`src/rtl/cbml_pkg.sv`:
```
// package for the capacity checked best move list
// holds the payload structs, command and register codes, state type and sizes
// used by the top level and by its port checker
`default_nettype none

package cbml_pkg;

   // number of target slots in the list
   localparam int NumSlots = 4;
   localparam int SlotW    = (NumSlots > 1) ? $clog2(NumSlots) : 1;
   localparam int CountW   = $clog2(NumSlots + 1);

   // configuration port sizes
   localparam int CsrIdxW  = 3;
   localparam int CsrDataW = 31;
   localparam int SlotsCfgW = 3;
   localparam int WeightW  = 31;

   localparam logic [SlotsCfgW-1:0] SLOTS_RESET = 3'd4;
   localparam logic [WeightW-1:0]   CAP_RESET   = 31'h7FFF_FFFF;

   // register indexes
   localparam logic [CsrIdxW-1:0] CSR_SLOTS_IN_USE = 3'd0;
   localparam logic [CsrIdxW-1:0] CSR_CAPACITY0    = 3'd1;

   // commands
   localparam logic [1:0] CMD_OFFER = 2'd0;
   localparam logic [1:0] CMD_READ  = 2'd1;
   localparam logic [1:0] CMD_CLEAR = 2'd2;

   typedef enum logic [1:0] {
      IDLE,
      CHECK,
      WALK,
      READ
   } state_type;

   typedef struct packed {
      logic [1:0]         cmd;
      logic [31:0]        node_id;
      logic [WeightW-1:0] node_weight;
      logic [15:0]        source_block;
      logic [WeightW-1:0] source_block_weight;
      logic signed [31:0] move_gain;
   } req_type;

   typedef struct packed {
      logic [1:0]         slot_index;
      logic               entry_valid;
      logic [31:0]        entry_node;
      logic [15:0]        entry_source;
      logic signed [31:0] entry_gain;
      logic               last_entry;
   } rsp_type;

   typedef struct packed {
      logic [31:0]        node;
      logic [WeightW-1:0] weight;
      logic [15:0]        source;
      logic signed [31:0] gain;
   } slot_entry_type;

endpackage

`default_nettype wire

```
`src/rtl/capacity_checked_best_move_list.sv`:
```
// Sorted best-move list with one capacity-limited slot per target.
// An item is a command: offer a move, read out the used slots, or clear the list.
// One shared compare unit (gain, node id, capacity) serves every slot under a small
// sequencer. An offer is accepted, compared against the last used slot and, if it gets
// in, walked through the used slots from the first one. A read emits one item per
// cycle for each used slot, slowed only by rsp_stall; a clear or an ignored item is
// done once accepted. No new item is taken while an offer or a read is under way.
// Depends on cbml_pkg.
`default_nettype none

module capacity_checked_best_move_list (
   input  wire logic                         clock,
   input  wire logic                         reset,
   input  wire logic                         req_valid,
   output logic                              req_stall,
   input  wire cbml_pkg::req_type            req_data,
   output logic                              rsp_valid,
   input  wire logic                         rsp_stall,
   output cbml_pkg::rsp_type                 rsp_data,
   input  wire logic                         csr_valid,
   output logic                              csr_ready,
   input  wire logic [cbml_pkg::CsrIdxW-1:0]  csr_index,
   input  wire logic [cbml_pkg::CsrDataW-1:0] csr_data
);

   cbml_pkg::state_type state_ff, state_in;

   logic [cbml_pkg::SlotW-1:0] idx_ff, idx_in;

   logic [cbml_pkg::SlotsCfgW-1:0] slots_ff;
   logic [cbml_pkg::WeightW-1:0]   cap_ff [cbml_pkg::NumSlots];

   logic                     slot_valid_ff [cbml_pkg::NumSlots];
   cbml_pkg::slot_entry_type slot_ff       [cbml_pkg::NumSlots];
   cbml_pkg::slot_entry_type carry_ff;

   logic              rsp_valid_ff;
   cbml_pkg::rsp_type rsp_ff;

   logic [cbml_pkg::CountW-1:0]  n_used;
   logic [cbml_pkg::SlotW-1:0]   last_idx;
   logic [cbml_pkg::SlotW-1:0]   cmp_idx;
   logic [cbml_pkg::CsrIdxW-1:0] cap_sel;
   logic                         idx_last;
   logic                         req_accept;
   logic                         offer_go;
   logic                         beats;
   logic                         fits;
   logic                         do_swap;
   logic                         rsp_free;
   logic                         rsp_load;
   logic                         csr_write;

   assign n_used = (slots_ff > cbml_pkg::SlotsCfgW'(cbml_pkg::NumSlots))
                 ? cbml_pkg::CountW'(cbml_pkg::NumSlots)
                 : cbml_pkg::CountW'(slots_ff);
   assign last_idx = cbml_pkg::SlotW'(n_used - cbml_pkg::CountW'(1));
   assign idx_last = (cbml_pkg::CountW'(idx_ff) + cbml_pkg::CountW'(1)) == n_used;

   assign req_accept = req_valid && !req_stall;
   assign offer_go   = (req_data.cmd == cbml_pkg::CMD_OFFER)
                    && (req_data.node_weight != '0)
                    && (req_data.node_weight != req_data.source_block_weight)
                    && (n_used != '0);

   // shared compare unit: last used slot while checking, walk position otherwise
   assign cmp_idx = (state_ff == cbml_pkg::CHECK) ? last_idx : idx_ff;
   assign beats   = !slot_valid_ff[cmp_idx]
                 || ($signed(carry_ff.gain) < $signed(slot_ff[cmp_idx].gain))
                 || (($signed(carry_ff.gain) == $signed(slot_ff[cmp_idx].gain))
                     && (carry_ff.node < slot_ff[cmp_idx].node));
   assign fits    = carry_ff.weight <= cap_ff[cmp_idx];

   assign rsp_free = !rsp_valid_ff || !rsp_stall;

   assign csr_write = csr_valid && csr_ready;
   assign cap_sel   = csr_index - cbml_pkg::CSR_CAPACITY0;

   // next state
   always_comb begin
      state_in = state_ff;
      unique case (state_ff)
         cbml_pkg::IDLE: begin
            if (req_accept) begin
               if (offer_go) begin
                  state_in = cbml_pkg::CHECK;
               end else if (req_data.cmd == cbml_pkg::CMD_READ && n_used != '0) begin
                  state_in = cbml_pkg::READ;
               end
            end
         end
         cbml_pkg::CHECK: begin
            state_in = beats ? cbml_pkg::WALK : cbml_pkg::IDLE;
         end
         cbml_pkg::WALK: begin
            // stop at the end or once an empty entry is carried out
            if (idx_last || (beats && fits && !slot_valid_ff[idx_ff])) begin
               state_in = cbml_pkg::IDLE;
            end
         end
         cbml_pkg::READ: begin
            if (rsp_free && idx_last) begin
               state_in = cbml_pkg::IDLE;
            end
         end
         default: state_in = cbml_pkg::IDLE;
      endcase
   end

   // outputs of the sequencer
   always_comb begin
      req_stall = 1'b1;
      do_swap   = 1'b0;
      rsp_load  = 1'b0;
      idx_in    = idx_ff;
      csr_ready = 1'b1;
      unique case (state_ff)
         cbml_pkg::IDLE: begin
            req_stall = 1'b0;
            idx_in    = '0;
         end
         cbml_pkg::CHECK: begin
            idx_in = '0;
         end
         cbml_pkg::WALK: begin
            do_swap = beats && fits;
            idx_in  = idx_ff + cbml_pkg::SlotW'(1);
         end
         cbml_pkg::READ: begin
            rsp_load = rsp_free;
            if (rsp_free) begin
               idx_in = idx_ff + cbml_pkg::SlotW'(1);
            end
         end
         default: begin
            req_stall = 1'b1;
         end
      endcase
   end

   // control state and configuration
   always_ff @(posedge clock) begin
      if (reset) begin
         state_ff     <= cbml_pkg::IDLE;
         idx_ff       <= '0;
         rsp_valid_ff <= 1'b0;
         slots_ff     <= cbml_pkg::SLOTS_RESET;
         for (int i = 0; i < cbml_pkg::NumSlots; i++) begin
            cap_ff[i]        <= cbml_pkg::CAP_RESET;
            slot_valid_ff[i] <= 1'b0;
         end
      end else begin
         state_ff <= state_in;
         idx_ff   <= idx_in;
         if (rsp_load) begin
            rsp_valid_ff <= 1'b1;
         end else if (!rsp_stall) begin
            rsp_valid_ff <= 1'b0;
         end
         if (csr_write) begin
            if (csr_index == cbml_pkg::CSR_SLOTS_IN_USE) begin
               slots_ff <= csr_data[cbml_pkg::SlotsCfgW-1:0];
            end else if (cap_sel < cbml_pkg::CsrIdxW'(cbml_pkg::NumSlots)) begin
               cap_ff[cbml_pkg::SlotW'(cap_sel)] <= csr_data;
            end
         end
         if (req_accept && req_data.cmd == cbml_pkg::CMD_CLEAR) begin
            for (int i = 0; i < cbml_pkg::NumSlots; i++) begin
               slot_valid_ff[i] <= 1'b0;
            end
         end else if (do_swap) begin
            slot_valid_ff[idx_ff] <= 1'b1;
         end
      end
   end

   // payload: carried move, slot entries, output register
   always_ff @(posedge clock) begin
      if (req_accept) begin
         carry_ff.node   <= req_data.node_id;
         carry_ff.weight <= req_data.node_weight;
         carry_ff.source <= req_data.source_block;
         carry_ff.gain   <= req_data.move_gain;
      end else if (do_swap) begin
         carry_ff <= slot_ff[idx_ff];
      end
      if (do_swap) begin
         slot_ff[idx_ff] <= carry_ff;
      end
      if (rsp_load) begin
         rsp_ff.slot_index   <= 2'(idx_ff);
         rsp_ff.entry_valid  <= slot_valid_ff[idx_ff];
         rsp_ff.entry_node   <= slot_valid_ff[idx_ff] ? slot_ff[idx_ff].node : '0;
         rsp_ff.entry_source <= slot_valid_ff[idx_ff] ? slot_ff[idx_ff].source : '0;
         rsp_ff.entry_gain   <= slot_valid_ff[idx_ff] ? slot_ff[idx_ff].gain : '0;
         rsp_ff.last_entry   <= idx_last;
      end
   end

   assign rsp_valid = rsp_valid_ff;
   assign rsp_data  = rsp_ff;

endmodule

`default_nettype wire

```
`config.mk`:
```
export PLATFORM = sky130hd
export DESIGN_NAME = capacity_checked_best_move_list
export DESIGN_NICKNAME = d
export VERILOG_FILES = /design/src/rtl/cbml_pkg.sv /design/src/rtl/capacity_checked_best_move_list.sv
export SDC_FILE = /design/constraint.sdc
export NUM_CORES = 1
export LEC_CHECK = 0
export BUFFER_PORTS_ARGS = -buffer_cell sky130_fd_sc_hd__buf_2
export CORE_UTILIZATION = 35
export DETAILED_ROUTE_END_ITERATION = 10
export HOLD_SLACK_MARGIN = 0.03
export PLACE_DENSITY_LB_ADDON = 0.3
export SLEW_MARGIN = 5
export SYNTH_ARGS = -nofsm -noshare
export SYNTH_HDL_FRONTEND = slang
export SYNTH_SLANG_ARGS = --single-unit
export TNS_END_PERCENT = 5
```
`constraint.sdc`:
```
create_clock -name clock -period 27.7 [get_ports clock]
set_clock_uncertainty 0.1 [all_clocks]
set_input_delay 2.77 -clock clock [delete_from_list [all_inputs] [get_ports clock]]
set_output_delay 2.77 -clock clock [all_outputs]
set_load 0.01 [all_outputs]
```
# Word-level counts from Yosys, hierarchy flattened

Memories as Yosys holds them, arrays and structs flattened. A register that Yosys moved wholly into a read port is not among the register bits.
Cells that the tools add are included.

Register bits after elaboration: 203
Memory bits (writable): 572
Input port bits: 183
Output and inout port bits: 87
Logic and storage cells: 120
Memories: 3

Add/subtract/negate cells: 4
$lt $le $gt $ge: 5
Equality and inequality tests: 14
Muxes and demuxes: 47
Bitwise gates (word level): 4
Reductions and logical operators: 29

Memories:

| memory        | words | width | rd ports | clocked after memory_dff | write ports | RTL line                              | text |
|---|---|---|---|---|---|---|---|
| slot_ff       | 4     | 111   | 2        | 1                        | 1           | capacity_checked_best_move_list.sv:34 | `cbml_pkg::slot_entry_type slot_ff [cbml_pkg::NumSlots];` |
| cap_ff        | 4     | 31    | 1        | 0                        | 4           | capacity_checked_best_move_list.sv:31 | `logic [cbml_pkg::WeightW-1:0] cap_ff [cbml_pkg::NumSlots];` |
| slot_valid_ff | 4     | 1     | 2        | 1                        | 4           | capacity_checked_best_move_list.sv:33 | `logic slot_valid_ff [cbml_pkg::NumSlots];` |

Operators by type and width:

| cell                                                                   | count |
|---|---|
| 111-bit two-way mux                                                    | 2 |
| 32-bit < comparator                                                    | 2 |
| 32-bit equality test                                                   | 1 |
| 31-bit <= comparator                                                   | 1 |
| 31-bit two-way mux                                                     | 1 |
| 31-bit inequality test                                                 | 1 |
| 31-bit nonzero test                                                    | 1 |
| 31-bit OR reduction                                                    | 1 |
| 2-bit two-way mux                                                      | 14 |
| 1-bit two-way mux                                                      | 27 |
| 1-bit logical AND                                                      | 10 |
| 2-bit inequality test (second input constant)                          | 4 |
| 2-bit one-hot mux with 4 select lines                                  | 1 |
| 2-bit equality test (second input constant)                            | 3 |
| 2-bit one-hot mux with 3 select lines                                  | 1 |
| 2-bit by 1-bit equality test with 1-bit output (second input constant) | 2 |
| 1-bit logical NOT                                                      | 4 |
| 2-bit logical NOT                                                      | 2 |
| 1-bit logical OR                                                       | 4 |
| 1-bit bitwise OR                                                       | 4 |
| 4-bit AND reduction                                                    | 1 |
| 2-bit by 1-bit adder with 3-bit output (second input constant)         | 1 |
| 3-bit equality test                                                    | 1 |
| 3-bit greater-than comparator (second input constant)                  | 1 |
| other kinds (13)                                                       | 13 |

# Longest topological paths before layout

An unclocked memory read counts as a cell.

Depth after elaboration: 16
Depth in mapped cells: 15

# Least setup slack after synthesis

No wires, ideal clock.

Path type: reg2reg
Start point: register slots_ff[2] (netlist bit)
End point: register carry_ff[0] (netlist bit) (enable)
Library setup time: 0.744 ns
Arrival: 11.841 ns
Data required time: 26.856 ns
Setup slack: 15.014 ns
Cell stages (with the launch flop): 16
Clock period less this slack: 12.686 ns
Cells stage by stage: dfxtp_1 -> nand2b_1 -> ha_1 -> mux2_2 -> clkbuf_1 -> clkbuf_1 -> mux4_2 -> inv_1 -> ha_1 -> a21o_1 -> a221o_1 -> a211oi_1 -> o22ai_1 -> a221oi_1 -> nor3_2 -> o31ai_1

Word-level cells in the longest chain between the ends: 11

RTL lines:

| element                                                | RTL line                                                                     | text |
|---|---|---|
| start, declared                                        | capacity_checked_best_move_list.sv:30                                        | `logic [cbml_pkg::SlotsCfgW-1:0] slots_ff;` |
| start signal, assigned                                 | capacity_checked_best_move_list.sv:147                                       | `slots_ff <= cbml_pkg::SLOTS_RESET;` |
| start signal, assigned                                 | capacity_checked_best_move_list.sv:162                                       | `slots_ff <= csr_data[cbml_pkg::SlotsCfgW-1:0];` |
| 3-bit greater-than comparator (*)                      | capacity_checked_best_move_list.sv:54                                        | `assign n_used = (slots_ff > cbml_pkg::SlotsCfgW'(cbml_pkg::NumSlots))` |
| 3-bit two-way mux (*)                                  | capacity_checked_best_move_list.sv:55                                        | `? cbml_pkg::CountW'(cbml_pkg::NumSlots)` |
| 2-bit by 1-bit subtractor with 2-bit output (*)        | capacity_checked_best_move_list.sv:57                                        | `assign last_idx = cbml_pkg::SlotW'(n_used - cbml_pkg::CountW'(1));` |
| 2-bit two-way mux (*)                                  | capacity_checked_best_move_list.sv:67                                        | `assign cmp_idx = (state_ff == cbml_pkg::CHECK) ? last_idx : idx_ff;` |
| memory 4 x 111 bit or memory 4 x 1 bit (tied branches) | --                                                                           |  |
| 32-bit < comparator, or another cell as far along      | capacity_checked_best_move_list.sv:69                                        | `\|\| ($signed(carry_ff.gain) < $signed(slot_ff[cmp_idx].gain))` |
| 1-bit logical OR or 1-bit logical AND (tied branches)  | capacity_checked_best_move_list.sv:69, capacity_checked_best_move_list.sv:71 |  |
| 1-bit logical OR                                       | capacity_checked_best_move_list.sv:70                                        | `\|\| (($signed(carry_ff.gain) == $signed(slot_ff[cmp_idx].gain))` |
| 1-bit logical AND (*)                                  | capacity_checked_best_move_list.sv:126                                       | `do_swap = beats && fits;` |
| 1-bit two-way mux (*)                                  | capacity_checked_best_move_list.sv:117                                       | `unique case (state_ff)` |
| 2-bit nonzero test (no source line) (*)                | --                                                                           |  |
| end signal, assigned                                   | capacity_checked_best_move_list.sv:185                                       | `carry_ff <= slot_ff[idx_ff];` |
| end, declared                                          | capacity_checked_best_move_list.sv:35                                        | `cbml_pkg::slot_entry_type carry_ff;` |

Mark *: on every way between the ends. The rest lies on a longest branch, timed or not.
A chain may end at the register's enable or synchronous reset.

# Final worst setup path

Start point: register state_ff[1]
End point: register carry_ff[108] (netlist bit) (enable)

Word-level cells in the longest chain between the ends: 9

RTL lines:

| element                                                | RTL line                                                                     | text |
|---|---|---|
| start, declared                                        | capacity_checked_best_move_list.sv:26                                        | `cbml_pkg::state_type state_ff, state_in;` |
| start signal, assigned                                 | capacity_checked_best_move_list.sv:144                                       | `state_ff <= cbml_pkg::IDLE;` |
| start signal, assigned                                 | capacity_checked_best_move_list.sv:153                                       | `state_ff <= state_in;` |
| 2-bit by 1-bit equality test with 1-bit output         | capacity_checked_best_move_list.sv:67                                        |  |
| 2-bit two-way mux                                      | capacity_checked_best_move_list.sv:67                                        |  |
| memory 4 x 111 bit or memory 4 x 1 bit (tied branches) | --                                                                           |  |
| 32-bit < comparator, or another cell as far along      | capacity_checked_best_move_list.sv:69                                        |  |
| 1-bit logical OR or 1-bit logical AND (tied branches)  | capacity_checked_best_move_list.sv:69, capacity_checked_best_move_list.sv:71 |  |
| 1-bit logical OR                                       | capacity_checked_best_move_list.sv:70                                        |  |
| 1-bit logical AND                                      | capacity_checked_best_move_list.sv:126                                       |  |
| 1-bit two-way mux                                      | capacity_checked_best_move_list.sv:117                                       |  |
| 2-bit nonzero test (no source line) (*)                | --                                                                           |  |

Marks and branches as above.

==> summary.md <==
| Metric | Value |
|---|---|
| Outcome | `finished, violations left` |
| Failing checks | `DRC` |
| GRT Overall Usage | `16.7%` |
| Synth Area in Adders | `3.69%` |
| Worst min-delay path startpoint | `carry_ff[37]` |
| EDFF count, synth | `763` |
| CTS root buf | `clkbuf_16` |
| Iter 0 DRT Violations | `1,373` |
| Leakage power | `14.5 nW` |
| Die Ht | `315 um` |
| Worst-Skew Late Latency | `630 ps` |
| XOR/XNOR share of the synthesized area | `0.870%` |
| Crit. End Element | `flop` |
| Slew HR | `21.7%` |
| Sum of negative setup slack | `0 ps` |
| Capturing point of the worst reg2reg path | `carry_ff[108]` |
| RSZ-0062 raised after global routing | `false` |
| Antenna violations before repair | `12` |
| Drt total wl | `82.8 mm` |
| Number of routed nets with antenna violations | `0` |
| Max stage delay on crit path | `810 ps` |
| Number of max-cap violations | `0` |
| Syn nets | `2,386` |
| Final hold vios | `0` |
| Crit-path cells | `nand2b_2, mux2i_4, buf_4, buf_4, mux4_2, inv_1, ha_1, a211oi_1, o21ai_0, o2111a_1, a211o_1, a221oi_1, nor3_2, o31ai_4, buf_4, buf_4` |
| First-pass GRT wire length | `124 mm` |
| Syn Std Cell Area | `0.0342 mm2` |
| Starting Density | `35.4%` |
| CP Launch Point | `state_ff[1]` |
| Clock sinks | `777` |
| Core Rows | `114` |
| Largest family of logic cells by synthesized area | `multiplexers` |
| Post-CTS Hold Fix Bufs | `0` |
| Final #Nets | `2,672` |
| Gpl congestion | `0.826` |
| GRT overflow | `0` |
| Fill cell count | `8,780` |
| Sequential area share after synthesis | `67.7%` |
| DR pass1 iterations | `8` |
| DIE AREA | `0.0991 mm2` |
| Syn avg cell area | `16.3 um2` |
| Num CTS Buffers | `84` |
| Post-synth cell types | `59` |
| Critical path's slowest cell | `buf_4` |
| I/O pin total | `270` |
| Post-CTS Setup Repair Bufs | `0` |
| Crit path DAT | `7150 ps` |
| Share of cells above drive strength 1 | `28.6%` |
| Setup crit start kind | `flop` |
| Total number of vias | `19,100` |
| Mux share of post-synthesis cell area | `13.9%` |
| Vias in the first global route | `20,100` |
| Core ar. | `0.0969 mm2` |
| Primary FF master, synth | `edfxtp_1` |
| R2R depth | `16` |
| # resized after CTS | `0` |
| Area growth, synth to finish | `16.9%` |
| Power Dens Cells | `73.2 mW/mm2` |
| Clock Path Buffers | `3` |
| Critical path class | `reg2reg` |
| Maximum vdd drop | `0.0402 mV` |
| DR vias/cell | `5.10` |
| Post-Synth Simple-Gate Area | `9.31%` |
| Reg2Reg Launch Point | `state_ff[1]` |
| Register bit total from synthesis | `777` |
| Fmax | `0.143 GHz` |
| Slew Limit Fails | `0` |
| Clock transition at path regs | `70 ps` |
| Final setup fails | `0` |
| CP required | `27,840 ps` |
| DIE WIDTH | `315 um` |
| Worst-margin pin slew | `1180 ps` |
| Complex-gate fraction of the synthesized area | `2.13%` |
| CTS tree | `yes` |
| Remaining DRCs | `60` |
| Largest net degree at the start of global routing | `83` |
| Pwr Total | `2.93 mW` |
| Hold Crit Class | `reg2reg` |
| Top fanout value on the critical path | `46` |
| Register-to-register path setup slack | `20,690 ps` |
| Final worst path period need | `7010 ps` |
| Worst Setup EP | `carry_ff[108]` |
| HPWL Detailed | `52.3 mm` |
| Final period utilization | `25.3%` |
| Post-Syn Instances | `2,102` |
| Port Buf Inserts | `268` |
| H-tree levels | `3` |
| Ys async rst share | `0%` |
| Synth warn | `0` |
| Drt wl/cell | `22.2 um` |
| Cell mode on critical path | `buf_4` |
| WHS | `390 ps` |
## through the flow
step,util [%],std cells,setup WS [ps],area [um2]
after floorplan,-,2102,15010,34200
after global placement,38.3,3578,20610,37100
after detailed placement,38.3,3578,20500,37100
after CTS,41.3,3731,20470,40000
after global routing,41.3,3732,20100,40000
final,41.3,3735,20690,40000
## worst max-delay path: cells and delay by family, from the launching register on
family / cells / cell delay [ps]
buffers and inverters: 5 / 2640
DFF: 1 / 440
muxes: 2 / 850
AOI/OAI and AO/OA: 6 / 1740
adders and majority gates: 1 / 230
and+or+nand+nor: 2 / 530
## Yosys cell counts, types with 6 or more instances
cell      number  area share (%)
a211oi_1       6            0.13
a21o_1        16            0.35
a21oi_1       30            0.44
and2_1        83             1.5
buf_1         27            0.30
buf_2         12            0.18
clkbuf_1      63            0.69
dfxtp_1       14            0.82
edfxtp_1     763              67
ha_1         101             3.7
inv_1        108             1.2
mux4_2       206              14
nand2_1      360             3.9
nand3_1       11            0.16
nand4_1       26            0.48
nor2_1        19            0.21
nor3_1        11            0.16
nor4_1        13            0.24
o21ai_0       11            0.16
or2_2         31            0.57
or3_1         93             1.7
xnor2_1       33            0.84
## worst min path at each step
| stage | endpoint | slack, ps | cells past startpoint |
|---|---|---|---|
| finish | slot_ff[1][37] | 390 | 0 |
| global route | slot_ff[1][37] | 430 | 0 |
| CTS | slot_ff[1][37] | 390 | 0 |
| detailed placement | slot_valid_ff[1] | 390 | 2 |
| global placement | slot_ff[1][37] | 370 | 0 |
| floorplan | slot_valid_ff[0] | 340 | 2 |
## flip-flops by register name (all words and copies together) (netlist names), named ones only
register / count
rsp_valid: 1
idx_ff: 2
slot_ff: 444
rsp_data: 84
cap_ff: 124
slot_valid_ff: 4
state_ff: 2
slots_ff: 3
carry_ff: 111
## cell type report
type	instances	area [um2]	share of cell area, %
clock inverters	57	699	1.75
flip-flops and latches	777	23200	57.9
inverters	108	405	1.01
repair buffers	303	1600	4.01
multi-input cells	1114	10300	25.8
clock buffers	96	2200	5.49
diodes	4	10.0	0.0250
well taps	1276	1600	3.99
## layout by cell type (no fill, tap or decap), types with 10 or more instances in the layout
cell type	count
edfxtp_1	763
nand2_1	358
buf_2	268
mux4_2	205
inv_1	108
ha_1	101
or3_1	93
clkbuf_16	86
and2_1	82
buf_4	35
xnor2_1	33
or2_2	31
a21oi_1	29
nand4_1	26
nor2_1	19
a21o_1	16
clkinv_2	15
bufinv_16	14
nor4_1	13
dfxtp_1	12
nand3_1	11
clkinvlp_4	11
clkinv_1	10
## logic make-up (layout without fill, tap and decap cells)
family / Yosys count / in the layout
compound gates: 99 / 99
other cells: 1 / 5
mux: 216 / 216
fa+ha+maj: 101 / 101
buf+inv: 211 / 564
simple gates: 663 / 663
flops: 777 / 777
xor+xnor: 34 / 34
## layer usage
layer / vias up / global-route usage [%] / share of wire (%)
li1: 8650 / - / -
met1: 9748 / 22.1 / 42
met2: 543 / 27.8 / 49
met3: 108 / 3.74 / 6.2
met4: 12 / 4.17 / 1.9
met5: - / 0 / 0.093
## where the power goes
group	total (mW)	switching, mW	internal (mW)
sequential	1.44	0.0513	1.39
clock	1.17	0.468	0.704
combinational	0.320	0.186	0.133
total	2.93	0.706	2.23
Note: power is estimated with default switching activity, not from simulation.
